<file path="config.mk">
export PLATFORM = sky130hd
export DESIGN_NAME = triangle_grid_tessellator
export DESIGN_NICKNAME = d
export VERILOG_FILES = /design/src/ttess_pkg.sv /design/src/triangle_grid_tessellator.sv /design/src/ttess_div.sv /design/src/ttess_tri.sv
export SDC_FILE = /design/constraint.sdc
export NUM_CORES = 2
export LEC_CHECK = 0
export ABC_AREA = 0
export BUFFER_PORTS_ARGS = -buffer_cell sky130_fd_sc_hd__buf_2
export CORE_UTILIZATION = 48
export DETAILED_ROUTE_END_ITERATION = 8
export PLACE_DENSITY = 0.65
export SETUP_SLACK_MARGIN = 0.05
export SYNTH_ARGS = -nofsm -noshare
export SYNTH_HDL_FRONTEND = slang
export SYNTH_SLANG_ARGS = --single-unit
</file>
<file path="constraint.sdc">
create_clock -name clk_i -period 8.93 [get_ports clk_i]
set_input_delay 1.3395 -clock clk_i [delete_from_list [all_inputs] [get_ports clk_i]]
set_output_delay 1.3395 -clock clk_i [all_outputs]
set_load 0.02 [all_outputs]
</file>
<file path="src/ttess_pkg.sv">
// Shared types, constants and helpers for the triangle grid tessellator.
// Depends on nothing; used by every module under src.
`default_nettype none

package ttess_pkg;

  localparam int LEVEL_MAX   = 6;
  localparam int LEVEL_WIDTH = 3;
  localparam int COORD_WIDTH = 16;
  localparam int INDEX_WIDTH = 12;

  // b-a and c-b need one more bit than a coordinate
  localparam int DIFF_WIDTH = COORD_WIDTH + 1;
  // a + j*dab + i*dbc stays within three times the coordinate range
  localparam int ACC_WIDTH  = COORD_WIDTH + 3;

  // Reciprocal divide: q = (|d| * ceil(2^K/lv)) >> K is exact for |d| < 2^C
  // and lv <= 6 when 2^K >= 5 * 2^C.
  localparam int RECIP_SHIFT = COORD_WIDTH + 3;
  localparam int RECIP_WIDTH = RECIP_SHIFT + 1;
  localparam int PROD_WIDTH  = COORD_WIDTH + RECIP_WIDTH;

  localparam logic [63:0] RECIP_ONE = 64'd1 << RECIP_SHIFT;
  localparam logic [RECIP_WIDTH-1:0] RECIP_1 = RECIP_WIDTH'(RECIP_ONE);
  localparam logic [RECIP_WIDTH-1:0] RECIP_2 = RECIP_WIDTH'((RECIP_ONE + 64'd1) / 64'd2);
  localparam logic [RECIP_WIDTH-1:0] RECIP_3 = RECIP_WIDTH'((RECIP_ONE + 64'd2) / 64'd3);
  localparam logic [RECIP_WIDTH-1:0] RECIP_4 = RECIP_WIDTH'((RECIP_ONE + 64'd3) / 64'd4);
  localparam logic [RECIP_WIDTH-1:0] RECIP_5 = RECIP_WIDTH'((RECIP_ONE + 64'd4) / 64'd5);
  localparam logic [RECIP_WIDTH-1:0] RECIP_6 = RECIP_WIDTH'((RECIP_ONE + 64'd5) / 64'd6);

  // Edge deltas: tags 0..2 are b-a x/y/z, tags 3..5 are c-b x/y/z.
  localparam int NUM_DELTAS = 6;
  localparam int TAG_WIDTH  = 3;
  localparam logic [TAG_WIDTH-1:0] TAG_DAB_X = 3'd0;
  localparam logic [TAG_WIDTH-1:0] TAG_DAB_Y = 3'd1;
  localparam logic [TAG_WIDTH-1:0] TAG_DAB_Z = 3'd2;
  localparam logic [TAG_WIDTH-1:0] TAG_DBC_X = 3'd3;
  localparam logic [TAG_WIDTH-1:0] TAG_DBC_Y = 3'd4;
  localparam logic [TAG_WIDTH-1:0] TAG_DBC_Z = 3'd5;

  localparam int IN_DATA_WIDTH  = ((9 * COORD_WIDTH) + 7) / 8 * 8;
  localparam int OUT_FIELD_BITS = 3 * COORD_WIDTH + 3 * INDEX_WIDTH;
  localparam int OUT_DATA_WIDTH = (OUT_FIELD_BITS + 7) / 8 * 8;

  localparam logic CMD_TESSELLATE = 1'b0;
  localparam logic CMD_RESTART    = 1'b1;
  localparam logic KIND_VERTEX    = 1'b0;
  localparam logic KIND_TRIANGLE  = 1'b1;

  typedef enum logic [1:0] {
    ST_IDLE,
    ST_DIVIDE,
    ST_VERTEX,
    ST_TRIANGLE
  } state_e;

  typedef struct packed {
    logic                         valid;
    logic [TAG_WIDTH-1:0]         tag;
    logic signed [DIFF_WIDTH-1:0] diff;
  } div_req_t;

  typedef struct packed {
    logic                         valid;
    logic [TAG_WIDTH-1:0]         tag;
    logic signed [DIFF_WIDTH-1:0] quot;
  } div_rsp_t;

  typedef struct packed {
    logic start;
    logic step;
  } tri_ctrl_t;

  function automatic logic [LEVEL_WIDTH-1:0] clamp_level(input logic [LEVEL_WIDTH-1:0] lv);
    logic [LEVEL_WIDTH-1:0] res;
    if (lv == '0) begin
      res = LEVEL_WIDTH'(1);
    end else if (lv > LEVEL_WIDTH'(LEVEL_MAX)) begin
      res = LEVEL_WIDTH'(LEVEL_MAX);
    end else begin
      res = lv;
    end
    return res;
  endfunction

  function automatic logic [RECIP_WIDTH-1:0] recip_of(input logic [LEVEL_WIDTH-1:0] lv);
    logic [RECIP_WIDTH-1:0] res;
    unique case (lv)
      3'd2:    res = RECIP_2;
      3'd3:    res = RECIP_3;
      3'd4:    res = RECIP_4;
      3'd5:    res = RECIP_5;
      3'd6:    res = RECIP_6;
      default: res = RECIP_1;
    endcase
    return res;
  endfunction

  function automatic logic [COORD_WIDTH-1:0] sat_coord(input logic signed [ACC_WIDTH-1:0] v);
    logic [COORD_WIDTH-1:0] res;
    logic                   fits;
    fits = (v[ACC_WIDTH-1:COORD_WIDTH-1] == '0) || (v[ACC_WIDTH-1:COORD_WIDTH-1] == '1);
    if (fits) begin
      res = v[COORD_WIDTH-1:0];
    end else if (v[ACC_WIDTH-1]) begin
      res = {1'b1, {(COORD_WIDTH-1){1'b0}}};
    end else begin
      res = {1'b0, {(COORD_WIDTH-1){1'b1}}};
    end
    return res;
  endfunction

endpackage

`default_nettype wire

</file>
<file path="src/triangle_grid_tessellator.sv">
// Top level of the triangle grid tessellator: sequencer, vertex walker,
// output register. Depends on ttess_pkg, ttess_div and ttess_tri.
//
//  channel   dir  handshake                tdata / tuser / tlast
//  s_axis    in   tvalid/tready            9 corner coords / command
//  m_axis    out  tvalid/tready            position + indices / kind / last
//  cfg       in   we (no back-pressure)    subdivision_level
//
// A request is accepted, its edge deltas go through the divider, and
// then records follow at one per cycle while m_axis does not stall:
// (L+1)(L+2)/2 vertices and then L*L triangles at level L.
// A restart request produces no record.
// Reset clears the sequencer, the vertex counter and the level (to 1).
// m_axis stalls hold the walker in place; s_axis is not ready until the
// last record of a request has been loaded into the output register.
`default_nettype none

module triangle_grid_tessellator (
  input  wire logic                                  clk_i,
  input  wire logic                                  rst_ni,
  // configuration
  input  wire logic                                  cfg_we_i,
  input  wire logic [ttess_pkg::LEVEL_WIDTH-1:0]     cfg_wdata_i,   // subdivision_level
  // request stream
  input  wire logic                                  s_axis_tvalid_i,
  output logic                                       s_axis_tready_o,
  // a_x, a_y, a_z, b_x, b_y, b_z, c_x, c_y, c_z (lowest first)
  input  wire logic [ttess_pkg::IN_DATA_WIDTH-1:0]   s_axis_tdata_i,
  input  wire logic                                  s_axis_tuser_i, // command
  // record stream
  output logic                                       m_axis_tvalid_o,
  input  wire logic                                  m_axis_tready_i,
  // pos_x, pos_y, pos_z, index_first, index_second, index_third, zero pad
  output logic [ttess_pkg::OUT_DATA_WIDTH-1:0]       m_axis_tdata_o,
  output logic                                       m_axis_tuser_o, // record_kind
  output logic                                       m_axis_tlast_o  // last_record
);

  localparam int C = ttess_pkg::COORD_WIDTH;
  localparam int I = ttess_pkg::INDEX_WIDTH;

  ttess_pkg::state_e state_q, state_d;

  logic [ttess_pkg::LEVEL_WIDTH-1:0] cfg_level_q;   // raw register
  logic [ttess_pkg::LEVEL_WIDTH-1:0] lv_q;          // clamped copy for this request
  logic [I-1:0]                      vcnt_q;        // running vertex counter
  logic [I-1:0]                      base_q;

  logic signed [C-1:0] a_q [3];
  logic signed [C-1:0] b_q [3];
  logic signed [C-1:0] c_q [3];
  logic signed [ttess_pkg::DIFF_WIDTH-1:0] dab_q [3];
  logic signed [ttess_pkg::DIFF_WIDTH-1:0] dbc_q [3];

  logic [ttess_pkg::TAG_WIDTH-1:0] feed_cnt_q;

  // vertex walker: r_q is the row start, p_q the current grid point
  logic signed [ttess_pkg::ACC_WIDTH-1:0] r_q [3];
  logic signed [ttess_pkg::ACC_WIDTH-1:0] p_q [3];
  logic signed [ttess_pkg::ACC_WIDTH-1:0] r_next [3];
  logic signed [ttess_pkg::ACC_WIDTH-1:0] p_next [3];
  logic [ttess_pkg::LEVEL_WIDTH-1:0]      vi_q, vj_q;

  logic m_valid_q;
  logic [ttess_pkg::OUT_DATA_WIDTH-1:0] m_data_q;
  logic m_kind_q, m_last_q;

  logic s_ready, s_accept, out_free, feed, vtx_load, tri_load, vtx_end;
  logic signed [ttess_pkg::DIFF_WIDTH-1:0] feed_diff;

  ttess_pkg::div_req_t  div_req;
  ttess_pkg::div_rsp_t  div_rsp;
  ttess_pkg::tri_ctrl_t tri_ctrl;
  logic [I-1:0] tri_idx0, tri_idx1, tri_idx2;
  logic         tri_last;

  assign s_accept = s_axis_tvalid_i && s_ready;
  assign out_free = !m_valid_q || m_axis_tready_i;
  assign vtx_end  = (vj_q == lv_q) && (vi_q == vj_q);

  // ---------------------------------------------------------------- sequencer
  always_ff @(posedge clk_i or negedge rst_ni) begin
    if (!rst_ni) begin
      state_q <= ttess_pkg::ST_IDLE;
    end else begin
      state_q <= state_d;
    end
  end

  always_comb begin
    state_d  = state_q;
    s_ready  = 1'b0;
    feed     = 1'b0;
    vtx_load = 1'b0;
    tri_load = 1'b0;
    tri_ctrl = '0;
    unique case (state_q)
      ttess_pkg::ST_IDLE: begin
        s_ready = 1'b1;
        if (s_axis_tvalid_i && (s_axis_tuser_i == ttess_pkg::CMD_TESSELLATE)) begin
          state_d = ttess_pkg::ST_DIVIDE;
        end
      end
      ttess_pkg::ST_DIVIDE: begin
        feed = (feed_cnt_q < ttess_pkg::TAG_WIDTH'(ttess_pkg::NUM_DELTAS));
        if (div_rsp.valid && (div_rsp.tag == ttess_pkg::TAG_DBC_Z)) begin
          state_d = ttess_pkg::ST_VERTEX;
        end
      end
      ttess_pkg::ST_VERTEX: begin
        if (out_free) begin
          vtx_load = 1'b1;
          if (vtx_end) begin
            tri_ctrl.start = 1'b1;
            state_d        = ttess_pkg::ST_TRIANGLE;
          end
        end
      end
      ttess_pkg::ST_TRIANGLE: begin
        if (out_free) begin
          tri_load      = 1'b1;
          tri_ctrl.step = 1'b1;
          if (tri_last) begin
            state_d = ttess_pkg::ST_IDLE;
          end
        end
      end
      default: state_d = ttess_pkg::ST_IDLE;
    endcase
  end

  assign s_axis_tready_o = s_ready;

  // ------------------------------------------------------ config and counters
  always_ff @(posedge clk_i or negedge rst_ni) begin
    if (!rst_ni) begin
      cfg_level_q <= ttess_pkg::LEVEL_WIDTH'(1);
      vcnt_q      <= '0;
      feed_cnt_q  <= '0;
    end else begin
      if (cfg_we_i) begin
        cfg_level_q <= cfg_wdata_i;
      end
      if (s_accept && (s_axis_tuser_i == ttess_pkg::CMD_RESTART)) begin
        vcnt_q <= '0;
      end else if (vtx_load) begin
        vcnt_q <= vcnt_q + I'(1);
      end
      if (s_accept) begin
        feed_cnt_q <= '0;
      end else if (feed) begin
        feed_cnt_q <= feed_cnt_q + ttess_pkg::TAG_WIDTH'(1);
      end
    end
  end

  // corners and the clamped level are captured with the request
  always_ff @(posedge clk_i) begin
    if (s_accept) begin
      lv_q   <= ttess_pkg::clamp_level(cfg_level_q);
      base_q <= vcnt_q;
      for (int k = 0; k < 3; k++) begin
        a_q[k] <= s_axis_tdata_i[k*C +: C];
        b_q[k] <= s_axis_tdata_i[(k+3)*C +: C];
        c_q[k] <= s_axis_tdata_i[(k+6)*C +: C];
      end
    end
  end

  // ------------------------------------------------------------ edge deltas
  always_comb begin
    unique case (feed_cnt_q)
      ttess_pkg::TAG_DAB_X: feed_diff = {b_q[0][C-1], b_q[0]} - {a_q[0][C-1], a_q[0]};
      ttess_pkg::TAG_DAB_Y: feed_diff = {b_q[1][C-1], b_q[1]} - {a_q[1][C-1], a_q[1]};
      ttess_pkg::TAG_DAB_Z: feed_diff = {b_q[2][C-1], b_q[2]} - {a_q[2][C-1], a_q[2]};
      ttess_pkg::TAG_DBC_X: feed_diff = {c_q[0][C-1], c_q[0]} - {b_q[0][C-1], b_q[0]};
      ttess_pkg::TAG_DBC_Y: feed_diff = {c_q[1][C-1], c_q[1]} - {b_q[1][C-1], b_q[1]};
      default:              feed_diff = {c_q[2][C-1], c_q[2]} - {b_q[2][C-1], b_q[2]};
    endcase
    div_req.valid = feed;
    div_req.tag   = feed_cnt_q;
    div_req.diff  = feed_diff;
  end

  ttess_div u_div (
    .clk_i   (clk_i),
    .rst_ni  (rst_ni),
    .level_i (lv_q),
    .req_i   (div_req),
    .rsp_o   (div_rsp)
  );

  always_ff @(posedge clk_i) begin
    if (div_rsp.valid) begin
      unique case (div_rsp.tag)
        ttess_pkg::TAG_DAB_X: dab_q[0] <= div_rsp.quot;
        ttess_pkg::TAG_DAB_Y: dab_q[1] <= div_rsp.quot;
        ttess_pkg::TAG_DAB_Z: dab_q[2] <= div_rsp.quot;
        ttess_pkg::TAG_DBC_X: dbc_q[0] <= div_rsp.quot;
        ttess_pkg::TAG_DBC_Y: dbc_q[1] <= div_rsp.quot;
        default:              dbc_q[2] <= div_rsp.quot;
      endcase
    end
  end

  // ---------------------------------------------------------- vertex walker
  // next column adds dbc; a new row starts from the previous row start + dab
  always_comb begin
    for (int k = 0; k < 3; k++) begin
      r_next[k] = r_q[k] + ttess_pkg::ACC_WIDTH'(dab_q[k]);
      p_next[k] = (vi_q < vj_q) ? (p_q[k] + ttess_pkg::ACC_WIDTH'(dbc_q[k])) : r_next[k];
    end
  end

  always_ff @(posedge clk_i) begin
    if (state_q == ttess_pkg::ST_DIVIDE) begin
      vi_q <= '0;
      vj_q <= '0;
      for (int k = 0; k < 3; k++) begin
        r_q[k] <= ttess_pkg::ACC_WIDTH'(a_q[k]);
        p_q[k] <= ttess_pkg::ACC_WIDTH'(a_q[k]);
      end
    end else if (vtx_load) begin
      for (int k = 0; k < 3; k++) begin
        p_q[k] <= p_next[k];
      end
      if (vi_q < vj_q) begin
        vi_q <= vi_q + ttess_pkg::LEVEL_WIDTH'(1);
      end else begin
        vi_q <= '0;
        vj_q <= vj_q + ttess_pkg::LEVEL_WIDTH'(1);
        for (int k = 0; k < 3; k++) begin
          r_q[k] <= r_next[k];
        end
      end
    end
  end

  ttess_tri u_tri (
    .clk_i   (clk_i),
    .rst_ni  (rst_ni),
    .ctrl_i  (tri_ctrl),
    .base_i  (base_q),
    .level_i (lv_q),
    .idx0_o  (tri_idx0),
    .idx1_o  (tri_idx1),
    .idx2_o  (tri_idx2),
    .last_o  (tri_last)
  );

  // --------------------------------------------------------- output register
  always_ff @(posedge clk_i or negedge rst_ni) begin
    if (!rst_ni) begin
      m_valid_q <= 1'b0;
    end else if (vtx_load || tri_load) begin
      m_valid_q <= 1'b1;
    end else if (m_axis_tready_i) begin
      m_valid_q <= 1'b0;
    end
  end

  always_ff @(posedge clk_i) begin
    if (vtx_load) begin
      m_kind_q <= ttess_pkg::KIND_VERTEX;
      m_last_q <= 1'b0;
      m_data_q <= ttess_pkg::OUT_DATA_WIDTH'({ttess_pkg::sat_coord(p_q[2]),
                                              ttess_pkg::sat_coord(p_q[1]),
                                              ttess_pkg::sat_coord(p_q[0])});
    end else if (tri_load) begin
      m_kind_q <= ttess_pkg::KIND_TRIANGLE;
      m_last_q <= tri_last;
      m_data_q <= ttess_pkg::OUT_DATA_WIDTH'({tri_idx2, tri_idx1, tri_idx0,
                                              {(3*C){1'b0}}});
    end
  end

  assign m_axis_tvalid_o = m_valid_q;
  assign m_axis_tdata_o  = m_data_q;
  assign m_axis_tuser_o  = m_kind_q;
  assign m_axis_tlast_o  = m_last_q;

  // -------------------------------------------------------------- assertions
  a_walker_in_grid: assert property (@(posedge clk_i) disable iff (!rst_ni)
    (state_q == ttess_pkg::ST_VERTEX) |-> ((vi_q <= vj_q) && (vj_q <= lv_q)))
    else $error("vertex walker left the triangular grid");

  a_div_only_in_divide: assert property (@(posedge clk_i) disable iff (!rst_ni)
    div_rsp.valid |-> (state_q == ttess_pkg::ST_DIVIDE))
    else $error("divider result outside the delta phase");

  a_last_is_triangle: assert property (@(posedge clk_i) disable iff (!rst_ni)
    (m_axis_tvalid_o && m_axis_tlast_o) |-> (m_axis_tuser_o == ttess_pkg::KIND_TRIANGLE))
    else $error("final record is not a triangle record");

  a_restart_clears: assert property (@(posedge clk_i) disable iff (!rst_ni)
    (s_accept && (s_axis_tuser_i == ttess_pkg::CMD_RESTART)) |=> (vcnt_q == '0))
    else $error("restart did not clear the vertex counter");

  a_done_after_last: assert property (@(posedge clk_i) disable iff (!rst_ni)
    (tri_load && tri_last) |=> (state_q == ttess_pkg::ST_IDLE))
    else $error("sequencer did not return to idle after the final triangle");

endmodule

`default_nettype wire

</file>
<file path="src/ttess_div.sv">
// Shared two-stage divider: signed difference / level by reciprocal multiply.
// Depends on ttess_pkg.
`default_nettype none

module ttess_div (
  input  wire logic                                 clk_i,
  input  wire logic                                 rst_ni,
  input  wire logic [ttess_pkg::LEVEL_WIDTH-1:0]    level_i,
  input  wire ttess_pkg::div_req_t                  req_i,
  output ttess_pkg::div_rsp_t                       rsp_o
);

  logic                                  neg;
  logic [ttess_pkg::COORD_WIDTH-1:0]     mag;
  logic [ttess_pkg::DIFF_WIDTH-1:0]      diff_abs;
  logic [ttess_pkg::PROD_WIDTH-1:0]      prod_d;

  logic [ttess_pkg::PROD_WIDTH-1:0]      prod_q;
  logic                                  neg_q;
  logic [ttess_pkg::TAG_WIDTH-1:0]       tag_q;
  logic                                  vld_q;

  logic [ttess_pkg::COORD_WIDTH-1:0]     quot_mag;
  logic signed [ttess_pkg::DIFF_WIDTH-1:0] quot_d;
  logic                                  rsp_valid_q;
  logic [ttess_pkg::TAG_WIDTH-1:0]       rsp_tag_q;
  logic signed [ttess_pkg::DIFF_WIDTH-1:0] rsp_quot_q;

  // stage 1: magnitude times reciprocal
  always_comb begin
    neg      = req_i.diff[ttess_pkg::DIFF_WIDTH-1];
    diff_abs = neg ? (~req_i.diff + 1'b1) : req_i.diff;
    mag      = diff_abs[ttess_pkg::COORD_WIDTH-1:0];
    prod_d   = ttess_pkg::PROD_WIDTH'(mag) *
               ttess_pkg::PROD_WIDTH'(ttess_pkg::recip_of(level_i));
  end

  always_ff @(posedge clk_i or negedge rst_ni) begin
    if (!rst_ni) begin
      vld_q <= 1'b0;
    end else begin
      vld_q <= req_i.valid;
    end
  end

  always_ff @(posedge clk_i) begin
    prod_q <= prod_d;
    neg_q  <= neg;
    tag_q  <= req_i.tag;
  end

  // stage 2: shift out the fraction, restore the sign (truncates toward zero)
  always_comb begin
    quot_mag = prod_q[ttess_pkg::RECIP_SHIFT +: ttess_pkg::COORD_WIDTH];
    quot_d   = neg_q ? -$signed({1'b0, quot_mag}) : $signed({1'b0, quot_mag});
  end

  always_ff @(posedge clk_i or negedge rst_ni) begin
    if (!rst_ni) begin
      rsp_valid_q <= 1'b0;
    end else begin
      rsp_valid_q <= vld_q;
    end
  end

  always_ff @(posedge clk_i) begin
    rsp_tag_q  <= tag_q;
    rsp_quot_q <= quot_d;
  end

  always_comb begin
    rsp_o.valid = rsp_valid_q;
    rsp_o.tag   = rsp_tag_q;
    rsp_o.quot  = rsp_quot_q;
  end

endmodule

`default_nettype wire

</file>
<file path="src/ttess_tri.sv">
// Triangle index walker: row/column counters that produce index triples.
// Depends on ttess_pkg.
`default_nettype none

module ttess_tri (
  input  wire logic                                 clk_i,
  input  wire logic                                 rst_ni,
  input  wire ttess_pkg::tri_ctrl_t                 ctrl_i,
  input  wire logic [ttess_pkg::INDEX_WIDTH-1:0]    base_i,
  input  wire logic [ttess_pkg::LEVEL_WIDTH-1:0]    level_i,
  output logic [ttess_pkg::INDEX_WIDTH-1:0]         idx0_o,
  output logic [ttess_pkg::INDEX_WIDTH-1:0]         idx1_o,
  output logic [ttess_pkg::INDEX_WIDTH-1:0]         idx2_o,
  output logic                                      last_o
);

  logic [ttess_pkg::INDEX_WIDTH-1:0] row0_q, row1_q;
  logic [ttess_pkg::LEVEL_WIDTH-1:0] col_q, row_q;
  logic                              half_q;
  logic [ttess_pkg::INDEX_WIDTH-1:0] col_ext;

  assign col_ext = ttess_pkg::INDEX_WIDTH'(col_q);

  // half 0: upward triangle, half 1: downward triangle between it and the next
  always_comb begin
    idx0_o = row0_q + col_ext;
    if (!half_q) begin
      idx1_o = row1_q + col_ext;
      idx2_o = row1_q + col_ext + ttess_pkg::INDEX_WIDTH'(1);
    end else begin
      idx1_o = row1_q + col_ext + ttess_pkg::INDEX_WIDTH'(1);
      idx2_o = row0_q + col_ext + ttess_pkg::INDEX_WIDTH'(1);
    end
    last_o = !half_q && (col_q == row_q) &&
             (row_q == (level_i - ttess_pkg::LEVEL_WIDTH'(1)));
  end

  always_ff @(posedge clk_i or negedge rst_ni) begin
    if (!rst_ni) begin
      row0_q <= '0;
      row1_q <= '0;
      col_q  <= '0;
      row_q  <= '0;
      half_q <= 1'b0;
    end else if (ctrl_i.start) begin
      row0_q <= base_i;
      row1_q <= base_i + ttess_pkg::INDEX_WIDTH'(1);
      col_q  <= '0;
      row_q  <= '0;
      half_q <= 1'b0;
    end else if (ctrl_i.step) begin
      priority if (!half_q && (col_q < row_q)) begin
        half_q <= 1'b1;
      end else if (col_q < row_q) begin
        half_q <= 1'b0;
        col_q  <= col_q + ttess_pkg::LEVEL_WIDTH'(1);
      end else begin
        half_q <= 1'b0;
        col_q  <= '0;
        row_q  <= row_q + ttess_pkg::LEVEL_WIDTH'(1);
        row0_q <= row1_q;
        row1_q <= row1_q + ttess_pkg::INDEX_WIDTH'(row_q) + ttess_pkg::INDEX_WIDTH'(2);
      end
    end
  end

endmodule

`default_nettype wire
</file>
## Yosys cells after proc, flatten, opt, wreduce, memory -nomap -nowiden

Memory sizes are Yosys's and may differ from the RTL's.
Cells that the tools add are included.
Widths: inputs -> output; s select.

- Flip-flop bits (word level): 220
- RAM bits: 360
- Memories: 7

- Add/subtract/negate cells: 28
- $mul: 1
- Order comparisons: 4
- Equal/unequal tests: 32
- Multiplexer cells: 106
- Bitwise operators: 9
- Reductions and logical operators: 36

Memory list:

| memory | words | width | rd ports | clocked after Yosys merged registers in | wr ports | RTL line | RTL |
|---|---|---|---|---|---|---|---|
| p_q | 3 | 19 | 3 | 0 | 3 | triangle_grid_tessellator.sv:59 | `logic signed [ttess_pkg::ACC_WIDTH-1:0] p_q [3];` |
| r_q | 3 | 19 | 3 | 0 | 3 | triangle_grid_tessellator.sv:58 | `logic signed [ttess_pkg::ACC_WIDTH-1:0] r_q [3];` |
| dab_q | 3 | 17 | 3 | 0 | 1 | triangle_grid_tessellator.sv:52 | `logic signed [ttess_pkg::DIFF_WIDTH-1:0] dab_q [3];` |
| dbc_q | 3 | 17 | 3 | 0 | 1 | triangle_grid_tessellator.sv:53 | `logic signed [ttess_pkg::DIFF_WIDTH-1:0] dbc_q [3];` |
| a_q | 3 | 16 | 3 | 0 | 3 | triangle_grid_tessellator.sv:49 | `logic signed [C-1:0] a_q [3];` |
| b_q | 3 | 16 | 3 | 0 | 3 | triangle_grid_tessellator.sv:50 | `logic signed [C-1:0] b_q [3];` |
| +1 memories | - | - | - | - | - | - |  |

Operators by type and width:

| cell | count |
|---|---|
| $mux 19 | 9 |
| $mux 12 | 12 |
| $mux 16 | 8 |
| $add 19x17->19 | 6 |
| $sub 16x16->17 | 6 |
| $pmux 20 s5 | 1 |
| $mux 48 | 2 |
| $pmux 17 s5 | 1 |
| $mux 17 | 4 |
| $reduce_or 17->1 | 4 |
| $add 12x1->12 const B | 4 |
| $mux 1 | 46 |
| $add 12x3->12 | 3 |
| $mux 3 | 12 |
| $mul 16x20->35 | 1 |
| $mux 2 | 10 |
| $eq 3x2->1 const B | 6 |
| $eq 3x3->1 const B | 6 |
| $neg 16->17 | 1 |
| $add 16x1->16 const B | 1 |
| $ne 2x2->1 const B | 8 |
| $not 16->16 | 1 |
| $add 3x1->3 const B | 5 |
| $add 12x2->12 const B | 1 |
| 23 further kinds | 58 |

## Logic depth before layout (Yosys ltp)

- Depth after elaboration: 8
- Depth in mapped cells: 43

## By module

A second synthesis with hierarchy kept.

- Cells, all modules: 3887
- Area total of the unflattened synthesis: 39450.3 um2

By module, submodules not included:

| module | instances | cells each | area each (um2) |
|---|---|---|---|
| triangle_grid_tessellator | 1 | 2521 | 27159.8 |
| ttess_div | 1 | 959 | 8996.1 |
| ttess_tri | 1 | 407 | 3294.4 |

## Worst setup path after synthesis

No wires, ideal clock.

- Path type: reg-to-reg
- Start: register feed_cnt_q[2] (netlist name)
- End: register u_div.prod_q[34] (netlist name)
- Library setup time: 129 ps
- Arrival: 9256 ps
- Data required time: 8801 ps
- Setup slack: -455 ps
- Stages on the path, launching flop included: 37
- Clock period less this slack: 9385 ps
- Cell sequence: dfrtp_1 buf_2 inv_1 clkbuf_1 ha_1 clkbuf_1 nor2_1 o21ai_0 nand4_1 or4_1 a2111oi_0 a32o_1 buf_2 a21oi_1 xnor2_1 nor2_1 fa_1 inv_1 fa_1 fa_1 fa_1 inv_1 fa_1 fa_1 ha_1 a21o_1 a21o_1 a21o_1 a21o_1 a21oi_1 nand2_1 nor3_1 a21oi_1 o311a_4 a211o_1 o31ai_2 xnor3_1

- Word-level cells in the longest chain between the ends: 6
- Elaborated cells between the ends (all ways): 10

RTL lines:

| element | RTL line | RTL |
|---|---|---|
| start, declared | triangle_grid_tessellator.sv:55 | `logic [ttess_pkg::TAG_WIDTH-1:0] feed_cnt_q;` |
| start signal, assigned | triangle_grid_tessellator.sv:152 | `feed_cnt_q <= feed_cnt_q + ttess_pkg::TAG_WIDTH'(1);` |
| $eq 3x3->1, or another cell as far along | triangle_grid_tessellator.sv:172 | `unique case (feed_cnt_q)` |
| $pmux 17 s5 (*) | triangle_grid_tessellator.sv:172 |  |
| $not 16->16 | ttess_div.sv:32 | `diff_abs = neg ? (~req_i.diff + 1'b1) : req_i.diff;` |
| $add 16x1->16 | ttess_div.sv:32 |  |
| $mux 16 (*) | ttess_div.sv:32 |  |
| $mul 16x20->35 (*) | ttess_div.sv:34 | `prod_d = ttess_pkg::PROD_WIDTH'(mag) *` |
| net u_div.prod_d, one bit | ttess_div.sv:16 | `logic [ttess_pkg::PROD_WIDTH-1:0] prod_d;` |
| end signal, assigned | ttess_div.sv:47 | `prod_q <= prod_d;` |
| end, declared | ttess_div.sv:18 | `logic [ttess_pkg::PROD_WIDTH-1:0] prod_q;` |

The timed path passes the listed nets; every way through them passes the cells marked *.
A chain may end at the register's enable or synchronous reset.

==> results.sh <==
export IMPL_tightest_slew_ps=1056
export IMPL_yosys_warnings=0
export IMPL_grt_pass1_vias=32053
export IMPL_dieArea_sq_mm=0.08465
export IMPL_clock_skew_ps=38.64
export IMPL_worstSetupEndpointType="flop"
export IMPL_vias_per_cell=5.502
export IMPL_drt_iter0_drc=2753
export IMPL_grt_start_max_net_pins=68
export IMPL_antenna_found_initial=2
export IMPL_totalWireLength_mm=121.3
export IMPL_hold_start="u_div.tag_q[1]"
export IMPL_finalCoreUtilization=0.6002
export IMPL_required_ps=9460
export IMPL_syn_area_sq_mm=0.04007
export IMPL_dp_cells=5762
export IMPL_cts_buffers_inserted=61
export IMPL_insertion_delay_ps=660
export IMPL_synthTopCellsByArea="edfxtp_1 (32%), ha_1 (11%), fa_1 (9.8%)"
export IMPL_fp_row_count=105
export IMPL_dr_pass1_iters=5
export IMPL_grt_use_total=0.2843
export IMPL_gp_congestion=0.9923
export IMPL_drc_errors=0
export IMPL_yosysUniqueCellTypes=106
export IMPL_yosys_area_top_type_share=0.3170
export IMPL_ys_seq_elements=561
export IMPL_clkSinkCount=561
export IMPL_nNetsFinal=5521
export IMPL_h_tree_depth=2
export IMPL_cp_max_fo=5
export IMPL_synth_top_area_cell="edfxtp_1"
export IMPL_cap_violations=0
export IMPL_crit_top_cell="fa_1"
export IMPL_setup_slack_ps=-228.4
export IMPL_cp_start_kind="flop"
export IMPL_fp_dieH_um=290.9
export IMPL_violations="setup timing"
export IMPL_layout_area_overhead_vs_synth_pct=23.36
export IMPL_die_x_um=290.9
export IMPL_arrival_ps=9690
export IMPL_slowest_delay_ps=610
export IMPL_finalCriticalPeriod_ps=9158
export IMPL_ant_nets=0
export IMPL_final_period_utilization=1.026
export IMPL_final_fill_count=7095
export IMPL_rsz0062_at_grt="true"
export IMPL_hold_viol=0
export IMPL_multiInputGateArea_sq_mm=0.02297
export IMPL_initial_core_util=0.4865
export IMPL_grt_overflow=0
export IMPL_synth_seq_area_share=0.3927
export IMPL_io_pins=245
export IMPL_diodes=0
export IMPL_clockRootBuffer="clkbuf_16"
export IMPL_layout_cells_non_filler=5943
export IMPL_cts_tree="done"
export IMPL_routed_via_count=32698
export IMPL_wire_per_inst_um=20.41
export IMPL_setup_viol=11
export IMPL_register_area_sq_mm=0.01574
export IMPL_placed_area_sq_mm=0.04614
export IMPL_io_buffers=240
export IMPL_hold_buffers=0
export IMPL_r2r_start="c_q[0][32]"
export IMPL_synth_ff_type="edfxtp_1"
export IMPL_post_dp_hpwl_mm=95.89
export IMPL_fin_area_sq_mm=0.04944
export IMPL_clkTransAtPathRegs_ps=70
export IMPL_slew_violations=0
export IMPL_cpMaxStageDelayCell="fa_2"
export IMPL_synth_edf_count=423
export IMPL_clk_path_buf_depth=3
export IMPL_crit_type="flop to flop"
export IMPL_crit_start="c_q[0][32]"
export IMPL_max_freq_ghz=0.1092
export IMPL_core_area_sq_mm=0.08237
export IMPL_max_slew_margin=0.2947
export IMPL_synth_cells=4050
export IMPL_status="complete, but fails checks"
export IMPL_grt_first_pass_wirelength_mm=185.1
export IMPL_synth_async_sr_flop_share=0.09626
export IMPL_avgSynthCellArea_sq_um=9.895
export IMPL_final_layout_size_suffix_gt1_frac=0.2315
export IMPL_worstHoldPathType="flop to flop"
==> stage by stage <==
stage	TNS (ps)	hold WS (ps)	worst slack, ps
6_report	-930.9	327.6	-228.4
5_1_grt	-6410	338.8	-570.2
4_1_cts	-752.8	327.6	-193.0
3_5_place_dp	-7021	312.1	-605.8
3_3_place_gp	-5047	313.6	-453.8
2_1_floorplan	0	309.6	203.0
==> cells in the mapped netlist, types with 19 or more instances <==
| library cell | instances |
|---|---|
| inv_1 | 471 |
| edfxtp_1 | 423 |
| nand2_1 | 399 |
| ha_1 | 352 |
| nor2_1 | 314 |
| a21oi_1 | 279 |
| o21ai_0 | 229 |
| fa_1 | 196 |
| xnor2_1 | 152 |
| xor2_1 | 107 |
| clkbuf_1 | 88 |
| dfxtp_1 | 84 |
| nand3_1 | 71 |
| nor3_1 | 71 |
| a21o_1 | 62 |
| nand2b_1 | 60 |
| dfrtp_1 | 53 |
| a211oi_1 | 47 |
| and3_1 | 42 |
| a31oi_1 | 40 |
| and2_1 | 39 |
| nor2b_1 | 37 |
| o21a_1 | 30 |
| o211ai_1 | 27 |
| nand4_1 | 19 |
| o21bai_1 | 19 |
| or3_1 | 19 |
==> sequential cells by signal, indices dropped and copies added (netlist names), 12 cells and up <==
| signal | cells |
|---|---|
| u_div.rsp_quot_q | 17 |
| base_q | 12 |
| c_q | 48 |
| b_q | 48 |
| vcnt_q | 12 |
| r_q | 57 |
| m_axis_tdata_o | 84 |
| dbc_q | 51 |
| u_tri.row0_q | 12 |
| p_q | 57 |
| u_tri.row1_q | 12 |
| a_q | 48 |
| dab_q | 51 |
| u_div.prod_q | 16 |
==> per-layer routing <==
metal,part of all wire,wire length (um),vias to the layer above,GRT usage
met5,0.00011,13,-,0
met4,0.039,4715,2,0.09963
met3,0.064,7786,205,0.04093
met2,0.45,55150,1043,0.4568
met1,0.44,53660,15727,0.3925
li1,-,-,15721,-
==> final timing paths <==
check / end / slack (ps) / cells after the start
max: u_div.prod_q[34] / -230 / 36
min in group asynchronous: u_tri.row0_q[11] / 830 / 2
min reg2reg: u_div.rsp_tag_q[1] / 330 / 0
min: u_div.rsp_tag_q[1] / 330 / 0
max in group asynchronous: feed_cnt_q[2] / 7550 / 2
max reg2reg: u_div.prod_q[34] / -230 / 36
==> layout by cell type (no fill, tap or decap), types with 12 or more instances in the layout <==
master,instances
a211o_1,12
a211oi_1,44
a21boi_0,18
a21o_1,62
a21oi_1,259
a21oi_2,18
a31oi_1,36
and2_1,32
and3_1,40
buf_2,240
buf_4,568
clkbuf_1,15
clkbuf_16,66
dfrtp_1,53
dfxtp_1,84
edfxtp_1,423
fa_1,177
fa_2,19
ha_1,334
ha_4,13
inv_1,445
inv_2,26
mux2i_1,12
nand2_1,392
nand2b_1,52
nand3_1,71
nand4_1,19
nor2_1,304
nor2b_1,33
nor3_1,68
o211ai_1,27
o21a_1,30
o21ai_0,219
o21ai_1,13
o21bai_1,18
o31ai_1,15
or2_2,15
or3_1,19
xnor2_1,148
xor2_1,101
==> cell families after synthesis <==
group | share of synthesized area
buffers and inverters | 0.05498
adder cells (fa/ha/maj) | 0.2081
AO/OA/AOI/OAI | 0.1490
AND/OR/NAND/NOR | 0.1330
flip-flops | 0.3927
XOR/XNOR | 0.05798
multiplexers | 0.004215
other | 0.00009358
==> critical path: cells and delay by family, from the launching register on <==
family | cells | cell delay [ps]
buffers and inverters | 9 | 970
XOR/XNOR | 3 | 750
AO/OA/AOI/OAI | 11 | 2250
adder cells (fa/ha/maj) | 9 | 4000
flip-flops | 1 | 360
AND/OR/NAND/NOR | 4 | 660
==> timing repair <==
action | CTS | global route
pin swaps | 124 | 41
buffers inserted | 53 | 14
gates cloned | 0 | 0
hold endpoints to repair | 0 | 0
setup endpoints to repair | 16 | 16
gates resized for setup | 133 | 35
==> cell type report <==
class,count,share of cell area
clock buffers,89,0.03660
clock inverters,27,0.005644
inverters,472,0.03594
multi-input cells,2911,0.4647
flip-flops and latches,561,0.3183
well taps,1070,0.02708
repair buffers,813,0.1117
Power is not shown: default switching activity piles up to over one toggle a cycle in this logic, so the estimate is an artifact.
